[src/hw/rtl/smr_pkg.sv]
// ----------------------------------------------------------------------------
// smr_pkg
// Shared widths and register indexes for the spiral order matrix reader.
// ----------------------------------------------------------------------------
package smr_pkg;

	localparam int VALUE_WIDTH     = 32;
	localparam int CFG_WIDTH       = 4;
	localparam int CFG_INDEX_WIDTH = 1;

	localparam logic [CFG_INDEX_WIDTH-1:0] REG_ROW_COUNT    = 1'd0;
	localparam logic [CFG_INDEX_WIDTH-1:0] REG_COLUMN_COUNT = 1'd1;

endpackage

[src/hw/rtl/smr_element_if.sv]
// ----------------------------------------------------------------------------
// smr_element_if
// Input channel: one matrix element per beat, row-major order.
// ----------------------------------------------------------------------------
interface smr_element_if;

	logic                                  valid;
	logic                                  ready;
	logic signed [smr_pkg::VALUE_WIDTH-1:0] element_value;

	modport source (output valid, output element_value, input ready);
	modport sink   (input valid, input element_value, output ready);

endinterface

[src/hw/rtl/smr_result_if.sv]
// ----------------------------------------------------------------------------
// smr_result_if
// Output channel: one element in spiral order per beat, with a last flag.
// ----------------------------------------------------------------------------
interface smr_result_if;

	logic                                  valid;
	logic                                  ready;
	logic signed [smr_pkg::VALUE_WIDTH-1:0] out_value;
	logic                                  is_last;

	modport source (output valid, output out_value, output is_last, input ready);
	modport sink   (input valid, input out_value, input is_last, output ready);

endinterface

[src/hw/rtl/spiral_order_matrix_reader.sv]
// ----------------------------------------------------------------------------
// spiral_order_matrix_reader
// Stores a matrix loaded in row-major order and replays it in clockwise
// spiral order once the final element has arrived.
// ----------------------------------------------------------------------------
//  channel   | dir | payload                    | beat
//  element   | in  | element_value              | one element, row-major
//  result    | out | out_value, is_last         | one element, spiral order
//  cfg       | in  | cfg_we, cfg_index, cfg_wdata | one register write
//
//  element.ready stays high while loading. The final element switches to
//  replay: element.ready is low while the walker issues one store read per
//  cycle when there are no result stalls (the read stage, then the output
//  register).
//  Result stalls hold the read stage and halt the walker.
//  Reset clears control state only; the store needs no clearing pass.
// ----------------------------------------------------------------------------
module spiral_order_matrix_reader #(
	parameter int MAX_ROWS   = 8,
	parameter int MAX_COLS   = 8,
	parameter int DATA_WIDTH = 32
) (
	input  logic                                  clk,
	input  logic                                  arst_n,
	input  logic                                  cfg_we,
	input  logic [smr_pkg::CFG_INDEX_WIDTH-1:0]   cfg_index,
	input  logic [smr_pkg::CFG_WIDTH-1:0]         cfg_wdata,
	smr_element_if.sink                           element,
	smr_result_if.source                          result
);

	localparam int RW    = (MAX_ROWS > 1) ? $clog2(MAX_ROWS) : 1;
	localparam int CW    = (MAX_COLS > 1) ? $clog2(MAX_COLS) : 1;
	localparam int AW    = RW + CW;
	localparam int DEPTH = 2 ** AW;
	localparam int CNTW  = (MAX_ROWS * MAX_COLS > 1) ? $clog2(MAX_ROWS * MAX_COLS) : 1;
	localparam int SW    = (DATA_WIDTH < smr_pkg::VALUE_WIDTH) ? DATA_WIDTH
	                                                          : smr_pkg::VALUE_WIDTH;
	localparam int CFW   = smr_pkg::CFG_WIDTH;

	typedef enum logic {ST_LOAD, ST_EMIT} state_t;
	typedef enum logic [2:0] {WK_RIGHT, WK_DOWN, WK_LEFT, WK_UP, WK_ROW, WK_COL} walk_t;

	function automatic walk_t lap_dir(input logic [RW-1:0] t, input logic [RW-1:0] b,
	                                  input logic [CW-1:0] l, input logic [CW-1:0] r);
		walk_t d;
		if (t == b) begin
			d = WK_ROW;
		end else if (l == r) begin
			d = WK_COL;
		end else begin
			d = WK_RIGHT;
		end
		return d;
	endfunction

	state_t           state_q;
	logic [CFW-1:0]   rows_q, cols_q;
	logic [RW-1:0]    load_row_q;
	logic [CW-1:0]    load_col_q;

	walk_t            dir_q, dir_d;
	logic [RW-1:0]    top_q, bot_q, wr_q, top_d, bot_d, wr_d;
	logic [CW-1:0]    left_q, right_q, wc_q, left_d, right_d, wc_d;
	logic [CNTW-1:0]  emit_left_q;

	logic             rd_valid_s1, rd_last_s1;
	logic [SW-1:0]    mem_rdata_s1;
	logic             out_valid_q, out_last_q;
	logic [smr_pkg::VALUE_WIDTH-1:0] out_value_q;

	logic [SW-1:0]    mem [DEPTH];

	logic             load_acc, load_row_end, load_col_end;
	logic             s1_adv, rd_issue;
	logic [CFW-1:0]   cfg_clamp_rows, cfg_clamp_cols;
	logic [2*CFW-1:0] total;
	logic [RW-1:0]    bot_init;
	logic [CW-1:0]    right_init;

	assign load_acc     = element.valid && element.ready;
	assign load_col_end = (load_col_q == CW'(cols_q - CFW'(1)));
	assign load_row_end = (load_row_q == RW'(rows_q - CFW'(1)));
	assign s1_adv       = rd_valid_s1 && (!out_valid_q || result.ready);
	assign rd_issue     = (state_q == ST_EMIT) && (!rd_valid_s1 || s1_adv);

	assign total      = (2*CFW)'(rows_q) * (2*CFW)'(cols_q);
	assign bot_init   = RW'(rows_q - CFW'(1));
	assign right_init = CW'(cols_q - CFW'(1));

	assign cfg_clamp_rows = (cfg_wdata == '0) ? CFW'(1) :
	                        (cfg_wdata > CFW'(MAX_ROWS)) ? CFW'(MAX_ROWS) : cfg_wdata;
	assign cfg_clamp_cols = (cfg_wdata == '0) ? CFW'(1) :
	                        (cfg_wdata > CFW'(MAX_COLS)) ? CFW'(MAX_COLS) : cfg_wdata;

	assign element.ready    = (state_q == ST_LOAD);
	assign result.valid     = out_valid_q;
	assign result.out_value = out_value_q;
	assign result.is_last   = out_last_q;

	// next walker position
	always_comb begin
		dir_d   = dir_q;
		wr_d    = wr_q;
		wc_d    = wc_q;
		top_d   = top_q;
		bot_d   = bot_q;
		left_d  = left_q;
		right_d = right_q;
		unique case (dir_q)
			WK_RIGHT: begin
				if (wc_q == CW'(right_q - CW'(1))) begin
					dir_d = WK_DOWN;
					wc_d  = right_q;
				end else begin
					wc_d = wc_q + CW'(1);
				end
			end
			WK_DOWN: begin
				if (wr_q == RW'(bot_q - RW'(1))) begin
					dir_d = WK_LEFT;
					wr_d  = bot_q;
				end else begin
					wr_d = wr_q + RW'(1);
				end
			end
			WK_LEFT: begin
				if (wc_q == CW'(left_q + CW'(1))) begin
					dir_d = WK_UP;
					wc_d  = left_q;
				end else begin
					wc_d = wc_q - CW'(1);
				end
			end
			WK_UP: begin
				if (wr_q == RW'(top_q + RW'(1))) begin
					top_d   = top_q + RW'(1);
					bot_d   = bot_q - RW'(1);
					left_d  = left_q + CW'(1);
					right_d = right_q - CW'(1);
					wr_d    = top_d;
					wc_d    = left_d;
					dir_d   = lap_dir(top_d, bot_d, left_d, right_d);
				end else begin
					wr_d = wr_q - RW'(1);
				end
			end
			WK_ROW: wc_d = wc_q + CW'(1);
			WK_COL: wr_d = wr_q + RW'(1);
			default: dir_d = WK_ROW;
		endcase
	end

	always_ff @(posedge clk or negedge arst_n) begin
		if (!arst_n) begin
			state_q     <= ST_LOAD;
			rows_q      <= CFW'(1);
			cols_q      <= CFW'(1);
			load_row_q  <= '0;
			load_col_q  <= '0;
			dir_q       <= WK_ROW;
			wr_q        <= '0;
			wc_q        <= '0;
			top_q       <= '0;
			bot_q       <= '0;
			left_q      <= '0;
			right_q     <= '0;
			emit_left_q <= '0;
			rd_valid_s1 <= 1'b0;
			rd_last_s1  <= 1'b0;
			out_valid_q <= 1'b0;
			out_last_q  <= 1'b0;
			out_value_q <= '0;
		end else begin
			if (cfg_we) begin
				unique case (cfg_index)
					smr_pkg::REG_ROW_COUNT:    rows_q <= cfg_clamp_rows;
					smr_pkg::REG_COLUMN_COUNT: cols_q <= cfg_clamp_cols;
					default:                   rows_q <= rows_q;
				endcase
				load_row_q <= '0;
				load_col_q <= '0;
			end else if (load_acc) begin
				if (load_col_end) begin
					load_col_q <= '0;
					if (load_row_end) begin
						load_row_q  <= '0;
						state_q     <= ST_EMIT;
						top_q       <= '0;
						left_q      <= '0;
						bot_q       <= bot_init;
						right_q     <= right_init;
						wr_q        <= '0;
						wc_q        <= '0;
						dir_q       <= lap_dir('0, bot_init, '0, right_init);
						emit_left_q <= CNTW'(total - (2*CFW)'(1));
					end else begin
						load_row_q <= load_row_q + RW'(1);
					end
				end else begin
					load_col_q <= load_col_q + CW'(1);
				end
			end

			if (rd_issue) begin
				dir_q       <= dir_d;
				wr_q        <= wr_d;
				wc_q        <= wc_d;
				top_q       <= top_d;
				bot_q       <= bot_d;
				left_q      <= left_d;
				right_q     <= right_d;
				emit_left_q <= emit_left_q - CNTW'(1);
				if (emit_left_q == '0) begin
					state_q <= ST_LOAD;
				end
			end

			if (rd_issue) begin
				rd_valid_s1 <= 1'b1;
				rd_last_s1  <= (emit_left_q == '0);
			end else if (s1_adv) begin
				rd_valid_s1 <= 1'b0;
			end

			if (s1_adv) begin
				out_valid_q <= 1'b1;
				out_last_q  <= rd_last_s1;
				out_value_q <= smr_pkg::VALUE_WIDTH'(mem_rdata_s1);
			end else if (result.ready) begin
				out_valid_q <= 1'b0;
			end
		end
	end

	always_ff @(posedge clk) begin
		if (load_acc) begin
			mem[{load_row_q, load_col_q}] <= element.element_value[SW-1:0];
		end
		if (rd_issue) begin
			mem_rdata_s1 <= mem[{wr_q, wc_q}];
		end
	end

`ifndef SYNTHESIS
	a_s1_hold: assert property (@(posedge clk) disable iff (!arst_n)
		(rd_valid_s1 && !s1_adv) |=> (rd_valid_s1 && $stable(mem_rdata_s1)
		                              && $stable(rd_last_s1)))
		else $error("read stage lost or changed while held");

	a_emit_end: assert property (@(posedge clk) disable iff (!arst_n)
		(rd_issue && emit_left_q == '0) |=> (state_q == ST_LOAD && rd_last_s1))
		else $error("replay did not end on the last read");

	a_load_idle: assert property (@(posedge clk) disable iff (!arst_n)
		load_acc |-> !rd_issue)
		else $error("store read and load in the same cycle");
`endif

endmodule

[src/flat_wrapper.sv]
// flat-port wrapper written by rule: the top's interface ports become plain ports
module spiral_order_matrix_reader_flat 
#(
	parameter int MAX_ROWS   = 8,
	parameter int MAX_COLS   = 8,
	parameter int DATA_WIDTH = 32
)
  (clk, arst_n, cfg_we, cfg_index, cfg_wdata, element_valid, element_element_value, element_ready, result_valid, result_out_value, result_is_last, result_ready);
  smr_element_if element_i ();
  smr_result_if result_i ();
  input  logic clk;
  input  logic arst_n;
  input  logic cfg_we;
  input  logic [smr_pkg::CFG_INDEX_WIDTH-1:0] cfg_index;
  input  logic [smr_pkg::CFG_WIDTH-1:0] cfg_wdata;
  input wire logic [$bits(element_i.valid)-1:0] element_valid;
  input wire logic [$bits(element_i.element_value)-1:0] element_element_value;
  output wire logic [$bits(element_i.ready)-1:0] element_ready;
  output wire logic [$bits(result_i.valid)-1:0] result_valid;
  output wire logic [$bits(result_i.out_value)-1:0] result_out_value;
  output wire logic [$bits(result_i.is_last)-1:0] result_is_last;
  input wire logic [$bits(result_i.ready)-1:0] result_ready;
  assign element_i.valid = element_valid;
  assign element_i.element_value = element_element_value;
  assign element_ready = element_i.ready;
  assign result_valid = result_i.valid;
  assign result_out_value = result_i.out_value;
  assign result_is_last = result_i.is_last;
  assign result_i.ready = result_ready;
  spiral_order_matrix_reader #(.MAX_ROWS(MAX_ROWS), .MAX_COLS(MAX_COLS), .DATA_WIDTH(DATA_WIDTH)) u_core (.clk(clk), .arst_n(arst_n), .cfg_we(cfg_we), .cfg_index(cfg_index), .cfg_wdata(cfg_wdata), .element(element_i), .result(result_i));
endmodule
[config.mk]
export PLATFORM = sky130hd
export DESIGN_NAME = spiral_order_matrix_reader_flat
export DESIGN_NICKNAME = d
export VERILOG_FILES = /design/src/hw/rtl/smr_pkg.sv /design/src/hw/rtl/smr_element_if.sv /design/src/hw/rtl/smr_result_if.sv /design/src/hw/rtl/spiral_order_matrix_reader.sv /design/src/flat_wrapper.sv
export SDC_FILE = /design/constraint.sdc
export NUM_CORES = 2
export LEC_CHECK = 0
export BUFFER_PORTS_ARGS = -buffer_cell sky130_fd_sc_hd__buf_2
export CORE_ASPECT_RATIO = 2
export CORE_UTILIZATION = 25
export CTS_CLUSTER_DIAMETER = 100
export CTS_CLUSTER_SIZE = 10
export DETAILED_ROUTE_END_ITERATION = 6
export RECOVER_POWER = 25
export SYNTH_ARGS = -nofsm -noshare
export SYNTH_HDL_FRONTEND = slang
export SYNTH_SLANG_ARGS = --single-unit
[constraint.sdc]
create_clock -name clk -period 3.7 [get_ports clk]
set_clock_uncertainty 0.1 [all_clocks]
set_input_delay 0.185 -clock clk [delete_from_list [all_inputs] [get_ports clk]]
set_output_delay 0.185 -clock clk [all_outputs]
set_load 0.02 [all_outputs]
==> flow_summary.yaml <==
status:
  status: "complete, but fails checks"
  failed_checks: "max-capacitance violations, max-slew violations"
drt:
  first_pass_iters: 6
  drt_iter0_drc: 3606
  drt-total-wl_mm: 243
  routedWlPerCell_um: 28.3
  drcViolationCount: 0
  vias_per_cell: 4.72
  postRouteAntennaNets: 0
  vias: 40400
finish:
  fillers: 32300
  final_cells: 8570
  syn_to_final_growth_pct: 17.5
  multi_input_area_mm2: 0.0186
  seq_area_mm2: 0.0644
  drive_above_1_share_pct: 31.1
  final_util_pct: 29.5
  nets: 4209
power_and_ir_drop:
  power_leakage_nw: 30.2
  power_density_mw_per_mm2: 681
  vdd_drop_max_v: 0.000526
global_routing:
  grt_max_degree: 67
  grt_pass1_vias: 43100
  antenna_found_initial: 6
  grt_pass1_wl_mm: 336
  overflow: 0
  grt_use_total_pct: 14.2
sta:
  fin_crit_sh_pct: 91.7
  setup_viol: 0
  setup_tns_ps: 0
  hold_viol: 0
  worst_slack_ps: 308
  drv_slew: 1464
  slew_headroom_pct: -96.9
  rsz0062_at_grt: "no"
  fin_crit_ps: 3390
  tightestPinTransition_ps: 2950
  max_freq_mhz: 295
yosys:
  postSynthAreaPerCell_um2: 22.6
  synth_cell_types: 66
  synthesis.area_mm2: 0.0836
  synth.most_common_cell: "edfxtp_1"
  yosysTopAreaCell: "edfxtp_1"
  postSynthNetCount: 3778
  ys_top_cells_by_count: "edfxtp_1, mux4_2, nand2_1, nor2_1, clkbuf_1"
  synth-main-ff-cell: "edfxtp_1"
  synthArstFlopShare_pct: 3.61
  synth-edff-count: 2080
  ys_seq_area_share_pct: 77.0
  synth.area.top_cells: "edfxtp_1, mux4_2, dfrtp_1"
  yosysWarnings: 0
  ys_seq_elements: 2158
  synthCells: 3706
  synth.top_cell.area_share_pct: 74.7
clock_tree:
  cts_max_path_buffers: 4
  cts-buffers-inserted: 241
  cts_root_buffer: "clkbuf_16"
  post_cts_buffers: 0
  cts_resized: 0
  cts_max_level: 4
  cts.sinks: 2158
  path_clk_slew_ps: 70
  cts_tree: "built"
  holdBufCountCts: 41
  clock_latency_ps: 890
setup_path:
  crit_type: "flip-flop to flip-flop"
  crit_path_start_kind: "flip-flop"
  crit_chain: "buf_4 -> mux4_2 -> mux4_2 -> nor2_1 -> nor3_1 -> a21oi_1 -> buf_4 -> nor2_1"
  cp_max_fo: 35
  rrSetupSlack_ps: 310
  cp.arrival_ps: 3930
  slowest_delay_ps: 990
  crit_path_end_kind: "flip-flop"
  cp.required_ps: 4230
  slowest_stage: "dfrtp_4"
die:
  die_h_um: 820
  die_x_um: 411
  rows: 300
  io_pins: 77
  initial_core_util_pct: 25.1
  die-area_mm2: 0.337
  core_mm2: 0.333
worst_hold_path:
  hp-class: "input port to flip-flop"
placed_design:
  pre_cts_ws_ps: 274
  dpl.cell_count: 8232
  io_buffers: 76
  gp_congestion: 0.803
  dp_hpwl_mm: 149
flow_run:
  maxCapViolCount: 23
## metrics by stage
step / instance area [µm²] / total power [mW] / hold WS, ps
floorplan: 83600 / 39.9 / -211
global placement: 91600 / 46.8 / 237
detailed placement: 91600 / 47.0 / 255
CTS: 98300 / 67.6 / 2.62
global route: 98300 / 69.0 / 101
finish: 98300 / 66.9 / 99.3
## where the power goes
part	internal [mW]	switching [mW]	total, mW
Clock	11.6	9.06	20.7
Sequential	27.5	0.861	28.3
Combinational	8.39	9.44	17.8
## cell families (layout without fill, tap and decap cells)
family / count (synthesis) / count (layout) / synth area share (%)
flops: 2158 / 2158 / 77.0
simple gates: 362 / 362 / 1.90
fa+ha+maj: 30 / 30 / 0.494
mux: 674 / 674 / 17.1
other cells: 0 / 3 / 0
xor+xnor: 40 / 40 / 0.501
buf+inv: 223 / 705 / 1.26
compound gates: 219 / 219 / 1.75
## registers in the layout (all words and copies together), names as in the netlist, 3 cells and up
register / count
u_core.load_col_q: 3
u_core.left_q: 3
u_core.load_row_q: 3
u_core.bot_q: 3
u_core.cols_q: 4
u_core.right_q: 3
u_core.top_q: 3
u_core.rows_q: 4
u_core.mem: 2048
u_core.wc_q: 3
u_core.result.out_value: 32
u_core.mem_rdata_s1: 32
u_core.emit_left_q: 6
u_core.dir_q: 3
u_core.wr_q: 3
## worst max-delay path, delay by kind of cell (launching register included)
kind	cells	cell delay, ps
AO/OA/AOI/OAI	1	420
flip-flops	1	990
AND/OR/NAND/NOR	3	300
multiplexers	2	790
buffers and inverters	2	490
## worst paths after layout
check / start / end / cells past startpoint
setup / recovery: u_core.wc_q[2]$_DFFE_PN0P_ / u_core.mem_rdata_s1[11]$_DFFE_PP_ / 8
hold / removal: cfg_wdata[3] / u_core.cols_q[3]$_DFFE_PN0P_ / 3
setup reg to reg: u_core.wc_q[2]$_DFFE_PN0P_ / u_core.mem_rdata_s1[11]$_DFFE_PP_ / 8
hold reg to reg: u_core.mem_rdata_s1[3]$_DFFE_PP_ / u_core.result.out_value[3]$_DFFE_PN0P_ / 1
max in group asynchronous: arst_n / u_core.wc_q[2]$_DFFE_PN0P_ / 4
min in group asynchronous: arst_n / u_core.cols_q[0]$_DFFE_PN1P_ / 3
## placed cells by master, fill, tap and decap left out, drive strengths merged, types with 11 or more instances in the layout
| cell type | instances |
|---|---|
| mux2i | 20 |
| inv | 36 |
| edfxtp | 2080 |
| dfrtp | 75 |
| nor3 | 13 |
| ha | 25 |
| nand2 | 142 |
| dlygate4sd3 | 40 |
| a22oi | 35 |
| clkbuf | 316 |
| a211oi | 17 |
| mux2 | 59 |
| xor2 | 16 |
| and2 | 17 |
| nor2 | 123 |
| a31oi | 21 |
| o21ai | 41 |
| and3 | 11 |
| mux4 | 595 |
| buf | 312 |
| nand3 | 25 |
| a21oi | 49 |
| xnor2 | 19 |
## cell type report
| class | instances | share of cell area (%) |
|---|---|---|
| timing repair buffer | 379 | 3.31 |
| clock inverter | 5 | 0.0560 |
| antenna | 3 | 0.00764 |
| clock buffer | 289 | 6.37 |
| tap | 4379 | 5.58 |
| multi-input combinational | 1325 | 19.0 |
| sequential | 2158 | 65.6 |
| inverter | 32 | 0.129 |
## per-layer routing
| layer | routed length (µm) | GRT usage [%] | share of wire [%] |
|---|---|---|---|
| met1 | 78500 | 14.1 | 32 |
| met2 | 136000 | 27.5 | 56 |
| met3 | 11900 | 1.82 | 4.9 |
| met4 | 16500 | 8.54 | 6.8 |
| met5 | 138 | 0.171 | 0.057 |
Note: power is estimated with default switching activity, not from simulation.
